<file path="config.mk">
export PLATFORM = sky130hd
export DESIGN_NAME = caseless_name_dedup_table
export DESIGN_NICKNAME = d
export VERILOG_FILES = /design/src/cndt_pkg.sv /design/src/cndt_front.sv /design/src/cndt_queue.sv /design/src/cndt_back.sv /design/src/caseless_name_dedup_table.sv
export SDC_FILE = /design/constraint.sdc
export NUM_CORES = 2
export LEC_CHECK = 0
export BUFFER_PORTS_ARGS = -buffer_cell sky130_fd_sc_hd__buf_2
export CAP_MARGIN = 20
export CORE_MARGIN = 2
export CORE_UTILIZATION = 30
export CTS_CLUSTER_SIZE = 40
export DETAILED_ROUTE_END_ITERATION = 12
export HOLD_SLACK_MARGIN = 0.15
export SLEW_MARGIN = 40
export SYNTH_ARGS = -nofsm -noshare
export SYNTH_HDL_FRONTEND = slang
export SYNTH_MEMORY_MAX_BITS = 65536
export SYNTH_SLANG_ARGS = --single-unit
</file>
<file path="constraint.sdc">
create_clock -name clk -period 48 [get_ports clk]
set_input_delay 4.8 -clock clk [delete_from_list [all_inputs] [get_ports clk]]
set_output_delay 4.8 -clock clk [all_outputs]
set_load 0.02 [all_outputs]
</file>
<file path="src/cndt_pkg.sv">
`timescale 1ns / 1ps
// ----------------------------------------------------------------------------
// cndt_pkg
// Shared types, sizes, status codes and the case-folding helper for the
// caseless name de-duplication table.
// ----------------------------------------------------------------------------
package cndt_pkg;

    // table geometry
    localparam int NAME_SLOTS  = 32;
    localparam int NAME_CHARS  = 16;
    localparam int QUEUE_DEPTH = 2;

    // derived widths
    localparam int CHR_W      = 8;
    localparam int SLOT_W     = (NAME_SLOTS > 1) ? $clog2(NAME_SLOTS) : 1;
    localparam int CNT_W      = $clog2(NAME_SLOTS + 1);
    localparam int LEN_W      = $clog2(NAME_CHARS + 1);
    localparam int CIDX_W     = (NAME_CHARS > 1) ? $clog2(NAME_CHARS) : 1;
    localparam int QPTR_W     = (QUEUE_DEPTH > 1) ? $clog2(QUEUE_DEPTH) : 1;
    localparam int QCNT_W     = $clog2(QUEUE_DEPTH + 1);
    localparam int SLOT_OUT_W = 5;
    localparam int HELD_W     = 6;

    typedef logic [CHR_W-1:0] char_t;

    // case folding bounds, a..z only
    localparam char_t LOWER_FIRST = 8'd97;
    localparam char_t LOWER_LAST  = 8'd122;
    localparam char_t CASE_OFFSET = 8'd32;

    typedef enum logic [1:0] {
        ST_STORED    = 2'd0,
        ST_DUPLICATE = 2'd1,
        ST_FULL      = 2'd2,
        ST_TOO_LONG  = 2'd3
    } status_t;

    typedef struct packed {
        char_t char_code;
        logic  last_char;
    } in_item_t;

    typedef struct packed {
        status_t                 status;
        logic [SLOT_OUT_W-1:0]   slot_index;
        logic [HELD_W-1:0]       names_held;
    } out_item_t;

    // one complete name handed from front to back
    typedef struct packed {
        logic [NAME_CHARS-1:0][CHR_W-1:0] chars;
        logic [LEN_W-1:0]                 len;
        logic                             too_long;
    } name_job_t;

    // one table row: stored length and bytes in original case
    typedef struct packed {
        logic [LEN_W-1:0]                 len;
        logic [NAME_CHARS-1:0][CHR_W-1:0] chars;
    } name_row_t;

    function automatic char_t fold_upper(char_t c);
        char_t r;
        r = c;
        if (c >= LOWER_FIRST && c <= LOWER_LAST)
        begin
            r = c - CASE_OFFSET;
        end
        return r;
    endfunction

endpackage

</file>
<file path="src/cndt_front.sv">
`timescale 1ns / 1ps
// ----------------------------------------------------------------------------
// cndt_front
// Collects name bytes into a pending buffer, flags overlong names and hands
// each finished name to the job queue.
// ----------------------------------------------------------------------------
module cndt_front (
    input  logic                 clk,
    input  logic                 rst_n,
    input  logic                 start,
    input  logic                 q_full,
    input  cndt_pkg::in_item_t   item,
    output logic                 push,
    output cndt_pkg::name_job_t  job
);
    import cndt_pkg::*;

    logic [NAME_CHARS-1:0][CHR_W-1:0] pend_reg, pend_next;
    logic [LEN_W-1:0]                 len_reg, len_next, len_fill;
    logic                             over_reg, over_next, over_fill;
    logic                             accept;

    assign accept = start && !q_full;

    // byte capture and end-of-name hand-off
    always_comb
    begin
        pend_next = pend_reg;
        len_fill  = len_reg;
        over_fill = over_reg;
        if (accept)
        begin
            if (len_reg < LEN_W'(NAME_CHARS))
            begin
                pend_next[len_reg[CIDX_W-1:0]] = item.char_code;
                len_fill = len_reg + LEN_W'(1);
            end
            else
            begin
                over_fill = 1'b1;
            end
        end
        push         = accept && item.last_char;
        job.chars    = pend_next;
        job.len      = len_fill;
        job.too_long = over_fill;
        len_next     = push ? '0 : len_fill;
        over_next    = push ? 1'b0 : over_fill;
    end

    // pending byte buffer
    always_ff @(posedge clk)
    begin
        pend_reg <= pend_next;
    end

    // pending length and overlong flag
    always_ff @(posedge clk or negedge rst_n)
    begin
        if (!rst_n)
        begin
            len_reg  <= '0;
            over_reg <= 1'b0;
        end
        else
        begin
            len_reg  <= len_next;
            over_reg <= over_next;
        end
    end

endmodule

</file>
<file path="src/cndt_queue.sv">
`timescale 1ns / 1ps
// ----------------------------------------------------------------------------
// cndt_queue
// Short first-in first-out queue of finished names between the front and
// the table search.
// ----------------------------------------------------------------------------
module cndt_queue (
    input  logic                 clk,
    input  logic                 rst_n,
    input  logic                 push,
    input  cndt_pkg::name_job_t  job_in,
    input  logic                 pop,
    output cndt_pkg::name_job_t  job_out,
    output logic                 full,
    output logic                 empty
);
    import cndt_pkg::*;

    name_job_t          entry_reg [QUEUE_DEPTH];
    logic [QPTR_W-1:0]  wr_ptr_reg, wr_ptr_next;
    logic [QPTR_W-1:0]  rd_ptr_reg, rd_ptr_next;
    logic [QCNT_W-1:0]  cnt_reg, cnt_next;

    assign full    = (cnt_reg == QCNT_W'(QUEUE_DEPTH));
    assign empty   = (cnt_reg == '0);
    assign job_out = entry_reg[rd_ptr_reg];

    // pointer and fill count update
    always_comb
    begin
        wr_ptr_next = wr_ptr_reg;
        rd_ptr_next = rd_ptr_reg;
        cnt_next    = cnt_reg;
        if (push)
        begin
            wr_ptr_next = (wr_ptr_reg == QPTR_W'(QUEUE_DEPTH - 1)) ? '0
                          : wr_ptr_reg + QPTR_W'(1);
        end
        if (pop)
        begin
            rd_ptr_next = (rd_ptr_reg == QPTR_W'(QUEUE_DEPTH - 1)) ? '0
                          : rd_ptr_reg + QPTR_W'(1);
        end
        if (push && !pop)
        begin
            cnt_next = cnt_reg + QCNT_W'(1);
        end
        else if (pop && !push)
        begin
            cnt_next = cnt_reg - QCNT_W'(1);
        end
    end

    // entry storage
    always_ff @(posedge clk)
    begin
        if (push)
        begin
            entry_reg[wr_ptr_reg] <= job_in;
        end
    end

    always_ff @(posedge clk or negedge rst_n)
    begin
        if (!rst_n)
        begin
            wr_ptr_reg <= '0;
            rd_ptr_reg <= '0;
            cnt_reg    <= '0;
        end
        else
        begin
            wr_ptr_reg <= wr_ptr_next;
            rd_ptr_reg <= rd_ptr_next;
            cnt_reg    <= cnt_next;
        end
    end

    // no overflow, no underflow, count moves only on a lone push or pop
    a_no_overflow: assert property (@(posedge clk) disable iff (!rst_n)
        push |-> !full)
        else $error("queue push while full");

    a_no_underflow: assert property (@(posedge clk) disable iff (!rst_n)
        pop |-> !empty)
        else $error("queue pop while empty");

    a_count_tracks: assert property (@(posedge clk) disable iff (!rst_n)
        (cnt_reg != $past(cnt_reg)) |-> ($past(push) != $past(pop)))
        else $error("queue count changed without a lone push or pop");

endmodule

</file>
<file path="src/cndt_back.sv">
`timescale 1ns / 1ps
// ----------------------------------------------------------------------------
// cndt_back
// Takes finished names from the queue, walks the filled table rows one per
// cycle for a caseless match, then stores new names and reports each beat.
// ----------------------------------------------------------------------------
module cndt_back (
    input  logic                 clk,
    input  logic                 rst_n,
    input  logic                 empty,
    input  cndt_pkg::name_job_t  job,
    output logic                 pop,
    output logic                 done,
    output cndt_pkg::out_item_t  result
);
    import cndt_pkg::*;

    typedef enum logic {
        IDLE,
        SCAN
    } state_t;

    state_t             state_reg, state_next;
    name_job_t          job_reg, job_next;
    logic [CNT_W-1:0]   cnt_reg, cnt_next;
    logic [CNT_W-1:0]   issue_reg, issue_next;
    logic               cmp_valid_reg, cmp_valid_next;
    logic [SLOT_W-1:0]  cmp_slot_reg, cmp_slot_next;
    logic               done_reg, done_next;
    out_item_t          res_reg, res_next;

    name_row_t          name_mem [NAME_SLOTS];
    name_row_t          rd_row_reg;
    name_row_t          wr_row;
    logic               rd_en, wr_en;
    logic [SLOT_W-1:0]  rd_addr, wr_addr;
    logic               hit;

    // caseless compare of one stored row against the current name
    function automatic logic row_match(name_row_t r, name_job_t j);
        logic eq;
        eq = (r.len == j.len);
        for (int i = 0; i < NAME_CHARS; i++)
        begin
            if (LEN_W'(i) < j.len && fold_upper(r.chars[i]) != fold_upper(j.chars[i]))
            begin
                eq = 1'b0;
            end
        end
        return eq;
    endfunction

    assign hit    = cmp_valid_reg && row_match(rd_row_reg, job_reg);
    assign wr_row = '{len: job_reg.len, chars: job_reg.chars};

    // search sequencer
    always_comb
    begin
        state_next     = state_reg;
        job_next       = job_reg;
        cnt_next       = cnt_reg;
        issue_next     = issue_reg;
        cmp_valid_next = 1'b0;
        cmp_slot_next  = cmp_slot_reg;
        done_next      = 1'b0;
        res_next       = res_reg;
        pop            = 1'b0;
        rd_en          = 1'b0;
        rd_addr        = issue_reg[SLOT_W-1:0];
        wr_en          = 1'b0;
        wr_addr        = cnt_reg[SLOT_W-1:0];
        unique case (state_reg)
            IDLE:
            begin
                if (!empty)
                begin
                    pop      = 1'b1;
                    job_next = job;
                    if (job.too_long)
                    begin
                        done_next           = 1'b1;
                        res_next.status     = ST_TOO_LONG;
                        res_next.slot_index = '0;
                        res_next.names_held = HELD_W'(cnt_reg);
                    end
                    else
                    begin
                        state_next = SCAN;
                        issue_next = '0;
                    end
                end
            end
            SCAN:
            begin
                if (hit)
                begin
                    // first matching row wins
                    done_next           = 1'b1;
                    res_next.status     = ST_DUPLICATE;
                    res_next.slot_index = SLOT_OUT_W'(cmp_slot_reg);
                    res_next.names_held = HELD_W'(cnt_reg);
                    state_next          = IDLE;
                end
                else if (!cmp_valid_reg && issue_reg >= cnt_reg)
                begin
                    // all filled rows checked, no match
                    done_next  = 1'b1;
                    state_next = IDLE;
                    if (cnt_reg == CNT_W'(NAME_SLOTS))
                    begin
                        res_next.status     = ST_FULL;
                        res_next.slot_index = '0;
                        res_next.names_held = HELD_W'(cnt_reg);
                    end
                    else
                    begin
                        wr_en               = 1'b1;
                        cnt_next            = cnt_reg + CNT_W'(1);
                        res_next.status     = ST_STORED;
                        res_next.slot_index = SLOT_OUT_W'(cnt_reg);
                        res_next.names_held = HELD_W'(cnt_next);
                    end
                end
                else if (issue_reg < cnt_reg)
                begin
                    // read the next filled row
                    rd_en          = 1'b1;
                    cmp_valid_next = 1'b1;
                    cmp_slot_next  = issue_reg[SLOT_W-1:0];
                    issue_next     = issue_reg + CNT_W'(1);
                end
            end
            default:
            begin
                state_next = IDLE;
            end
        endcase
    end

    // name table, one row per slot, registered read
    always_ff @(posedge clk)
    begin
        if (wr_en)
        begin
            name_mem[wr_addr] <= wr_row;
        end
        if (rd_en)
        begin
            rd_row_reg <= name_mem[rd_addr];
        end
    end

    // state and registered outputs
    always_ff @(posedge clk or negedge rst_n)
    begin
        if (!rst_n)
        begin
            state_reg     <= IDLE;
            job_reg       <= '0;
            cnt_reg       <= '0;
            issue_reg     <= '0;
            cmp_valid_reg <= 1'b0;
            cmp_slot_reg  <= '0;
            done_reg      <= 1'b0;
            res_reg       <= '0;
        end
        else
        begin
            state_reg     <= state_next;
            job_reg       <= job_next;
            cnt_reg       <= cnt_next;
            issue_reg     <= issue_next;
            cmp_valid_reg <= cmp_valid_next;
            cmp_slot_reg  <= cmp_slot_next;
            done_reg      <= done_next;
            res_reg       <= res_next;
        end
    end

    assign done   = done_reg;
    assign result = res_reg;

    // entry count moves only together with a stored beat
    a_count_on_store: assert property (@(posedge clk) disable iff (!rst_n)
        !$stable(cnt_reg) |-> (done_reg && res_reg.status == ST_STORED))
        else $error("entry count changed without a stored result");

    // only filled rows are ever compared
    a_cmp_filled_only: assert property (@(posedge clk) disable iff (!rst_n)
        cmp_valid_reg |-> (CNT_W'(cmp_slot_reg) < cnt_reg))
        else $error("compared a row that was never filled");

endmodule

</file>
<file path="src/caseless_name_dedup_table.sv">
`timescale 1ns / 1ps
// ----------------------------------------------------------------------------
// caseless_name_dedup_table
// Caseless name de-duplication table: names come in one byte per beat and
// each finished name is checked against the table and stored if new.
// ----------------------------------------------------------------------------
// A byte is taken on each cycle with start high and busy low; last_char marks
// the final byte of a name. A finished name goes into a two-entry queue, so
// busy rises only while two names wait for the search. The search reads one
// table row per cycle from the row memory: a name produces its result beat on
// done after walking the filled rows up to a match (up to 32), and an overlong
// name reports without a table search. done is high for one cycle per beat
// and cannot be held off; results come out in name order.
// ----------------------------------------------------------------------------
module caseless_name_dedup_table (
    input  logic                 clk,
    input  logic                 rst_n,
    input  logic                 start,
    output logic                 busy,
    input  cndt_pkg::in_item_t   item,
    output logic                 done,
    output cndt_pkg::out_item_t  result
);
    import cndt_pkg::*;

    name_job_t  push_job;
    name_job_t  head_job;
    logic       push;
    logic       pop;
    logic       q_full;
    logic       q_empty;

    assign busy = q_full;

    // byte collection
    cndt_front u_front (
        .clk    (clk),
        .rst_n  (rst_n),
        .start  (start),
        .q_full (q_full),
        .item   (item),
        .push   (push),
        .job    (push_job)
    );

    // finished names waiting for the search
    cndt_queue u_queue (
        .clk     (clk),
        .rst_n   (rst_n),
        .push    (push),
        .job_in  (push_job),
        .pop     (pop),
        .job_out (head_job),
        .full    (q_full),
        .empty   (q_empty)
    );

    // table search and store
    cndt_back u_back (
        .clk    (clk),
        .rst_n  (rst_n),
        .empty  (q_empty),
        .job    (head_job),
        .pop    (pop),
        .done   (done),
        .result (result)
    );

endmodule

</file>
==> qor_table.md <==
| Group | Metric | Value |
|:---|:---|:---|
| drt | Antenna Violating Nets Remaining | 0 |
| cts | Later-pin clock latency in the skew report | 1010 ps |
| cts | Number of setup buffers added after CTS | 0 |
| pwr | Fraction of power spent switching nets | 29.3% |
| flow run | Count of max-cap constraint violations | 0 |
| critical path | CP required | 48760 ps |
| sta | RSZ-0062 raised after global routing | false |
| final layout | Fraction of final layout cells sized beyond drive strength 1 | 30.5% |
| sta | Hold Vio Cnt, Final | 0 |
| critical path | Arrival time worst endpoint | 7720 ps |
| cts | Buffer cell driving the clock tree root | clkbuf_16 |
| min path | Hold Crit Endpoint | u_front.pend_reg[76] |
| drt | Number of DRC markers after the initial detailed-route iteration | 12400 |
| synth | Sequential share of the synthesized area | 77.4% |
| sta | Number of endpoints failing setup at the final stage | 0 |
| final layout | Area Growth Syn to Fin | 14.9% |
| synth | Mean post-synth cell area | 22.9 µm² |
| sta | Worst relative slew slack | 39.6% |
| floorplanning | Initial cell density of the core | 30.1% |
| cts | Resize count post-CTS | 0 |
| synth | Yosys warns | 0 |
| synth | Netlist area before placement | 190000 µm² |
| floorplanning | Site row count | 292 |
| critical path | Path type of the worst setup path | register to register |
| cts | Clock tree from TritonCTS | yes |
| run status | Outcome | finished, final reports clean |
| pwr | Worst ir drop on vdd | 0.0824 mV |
| pwr | Power per unit of standard cell area | 59.5 nW/µm² |
| cts | Clock transition at path regs | 60 ps |
| synth | Number of enable flip-flop cells after synthesis | 4657 |
| synth | Synthesized net count | 8334 |
| grt | Pin count of the biggest net entering global routing | 132 |
| grt | Global-route wire length before repair | 690000 µm |
| cts | Htree depth | 5 |
| cts | CTS buffer count | 474 |
| sta | Setup_tns | 0 ps |
| cts | Maximum number of buffers from clock root to sink | 4 |
| drt | Number of DRC violations after detailed routing | 0 |
| critical path | Reg-to-Reg Start | u_back.issue_reg[0] |
| synth | Number of library cell types mapped by synthesis | 75 |
| floorplanning | Floorplan die width | 799 µm |
| critical path | Startpoint class of the critical path | register |
| min path | Origin of the worst min-delay path | u_front.pend_reg[76] |
| sta | Final period util | 14.5% |
| pwr | Leakage power figure | 67.3 nW |
| grt | Total Routing Usage GR | 14.9% |
| drt | Vias per inst | 5.15 |
| pwr | Int Power | 9.16 mW |
| grt | Number of global-route vias before repair | 91800 |
| place | # port buffers | 26 |
| min path | Hold path cells | 1 |
| drt | Post-DR wirelength/cell | 28.1 µm |
| drt | Total routed wirelength | 489000 µm |
| final layout | Largest register FFs | 4256 |
| sta | Final worst clock skew | 44.4 ps |
| sta | Final period demand of the worst path | 6960 ps |
| drt | Via count | 89700 |
| pwr | Total power draw | 13.0 mW |
| floorplanning | Height of the chip | 799 µm |
| floorplanning | Top Ports | 27 |
| sta | Max Transition Viols Final | 0 |
| cts | # hold bufs at CTS | 0 |
| critical path | Type of destination of the critical path | register |
| pwr | Switching power summed over all nets | 3.81 mW |
| critical path | Biggest fanout along the worst timing path | 63 |
| critical path | Internal reg-to-reg setup slack | 41040 ps |
| drt | Drt first pass iters | 6 |
| place | Final weighted congestion of routability-driven global placement | 0.767 |
| critical path | R2r worst-path depth | 12 |
| pwr | Clock power share | 28.8% |
| min path | Worst Hold Class | register to register |
| sta | Achievable clock frequency | 0.144 GHz |
| synth | Most frequently used flop master after synthesis | edfxtp_1 |
| floorplanning | Die area | 639000 µm² |
| final layout | Number of fillers in the final layout | 57700 |
| synth | Cell count after synthesis | 8273 |
| cts | CTS sink count | 4961 |
| floorplanning | Floorplan Core Area | 631000 µm² |
| grt | Residual overflow from global routing | 0 |
| place | Placed wire-length estimate after detailed placement | 247000 µm |
| pwr | Reg power frac | 48.6% |
| sta | Actual slew at the worst max-slew pin | 906 ps |
| grt | Initial antenna violation count | 27 |
| critical path | Reg2reg end | u_back.rd_row_reg[17] |
| synth | Proportion of synthesized flip-flops having asynchronous set or reset | 3.55% |
| synth | Flops & latches, synth | 4961 |
| final layout | Final net count | 8688 |
| pwr | Comb power frac | 22.6% |
## critical path: stages (launching register included)
cell	delay (ps)
dfrtp_4	750
buf_12	300
buf_6	490
buf_6	520
buf_4	650
buf_6	550
buf_12	330
buf_16	420
buf_12	470
buf_16	390
mux4_2	580
mux4_2	520
mux2_2	280
## metrics by stage
step	setup WS [ps]	hold WS, ps	instances	instance area, µm²	utilization (%)
2_1_floorplan	32090	456	8273	190000	-
3_3_place_gp	39830	463	16500	201000	31.9
3_5_place_dp	40180	474	16500	202000	32.0
4_1_cts	40460	489	17400	218000	34.5
5_1_grt	40390	497	17400	218000	34.5
6_report	41040	488	17400	218000	34.5
## worst max path at each step
stage / start / end / slack [ps]
detailed placement: start / u_queue.entry_reg[0][15] / 40180
floorplan: u_back.issue_reg[0] / u_back.name_mem[19][0] / 32090
finish: u_back.issue_reg[0] / u_back.rd_row_reg[17] / 41040
global route: u_back.issue_reg[0] / u_back.rd_row_reg[17] / 40390
global placement: start / u_queue.entry_reg[0][18] / 39830
CTS: u_back.issue_reg[0] / u_back.rd_row_reg[79] / 40460
## metal layers
| layer | global-route usage, % | vias up | wire (µm) |
|---|---|---|---|
| li1 | - | 35700 | - |
| met1 | 21.5 | 49200 | 205000 |
| met2 | 24.1 | 4128 | 233000 |
| met3 | 1.91 | 703 | 38600 |
| met4 | 3.60 | 2 | 11500 |
| met5 | 0 | - | 7 |
## cell type report
cell class | count | area [µm²] | area share, %
multi-input cells | 2825 | 41400 | 19.0
flip-flops and latches | 4961 | 147000 | 67.4
diodes | 7 | 17.5 | 0.00804
clock inverters | 269 | 2620 | 1.20
inverters | 91 | 354 | 0.162
well taps | 8379 | 10500 | 4.81
repair buffers | 274 | 3170 | 1.46
clock buffers | 617 | 13000 | 5.94
## cells in the mapped netlist, types with 5 or more instances
library cell,count,area share (%)
inv_1,91,0.18
xnor2_1,90,0.42
o21ai_0,156,0.41
o221ai_1,6,0.028
a21o_1,9,0.036
ha_1,49,0.32
clkbuf_1,288,0.57
nand2_1,218,0.43
nand4_1,15,0.049
edfxtp_1,4657,74
mux4_2,1330,16
o22ai_1,8,0.026
mux2_1,5,0.030
nand2b_1,7,0.023
or3_1,6,0.020
a31oi_1,13,0.043
o31ai_1,42,0.17
a31o_2,5,0.023
nor3_1,52,0.14
and3_1,12,0.040
nor2_1,79,0.16
dfrtp_1,176,2.3
a21oi_1,44,0.12
mux2i_1,142,0.75
or4_1,26,0.10
mux2_2,262,1.6
nand3_1,63,0.17
buf_1,102,0.20
o21bai_1,21,0.083
xor2_1,61,0.28
nor2b_1,8,0.026
a221o_1,8,0.042
dfxtp_1,128,1.4
nor4_1,17,0.056
nor3b_1,6,0.024
a41oi_1,5,0.023
## power by group through the flow
stage,Sequential (mW),Combinational [mW],Clock [mW]
final,6.30,2.93,3.74
after global routing,6.38,3.14,3.96
after CTS,6.30,2.96,3.80
after detailed placement,6.39,2.95,0
after global placement,6.33,2.85,0
after floorplan,6.18,2.08,0
## logic make-up after synthesis
logic type / synth area share [%]
muxes: 18.1
xor gates and xnor gates: 0.709
and+or+nand+nor: 1.29
DFF: 77.4
adders and majority gates: 0.323
AOI/OAI and AO/OA: 1.20
buffers and inverters: 0.972
## layout by cell type, fill, tap and decap left out, drive strengths merged, types with 15 or more instances in the layout
cell / count
nand2: 218
or4: 26
o21bai: 21
mux2: 267
nand3: 63
nor3: 52
mux2i: 142
nand4: 15
buf: 274
clkbuf: 617
a21oi: 45
inv: 108
o21ai: 157
clkinvlp: 17
ha: 49
dfxtp: 128
mux4: 1330
edfxtp: 4657
nor4: 18
xnor2: 90
nor2: 80
xor2: 61
o31ai: 42
bufinv: 41
dfrtp: 176
clkinv: 194
Note: power is estimated with default switching activity, not from simulation.
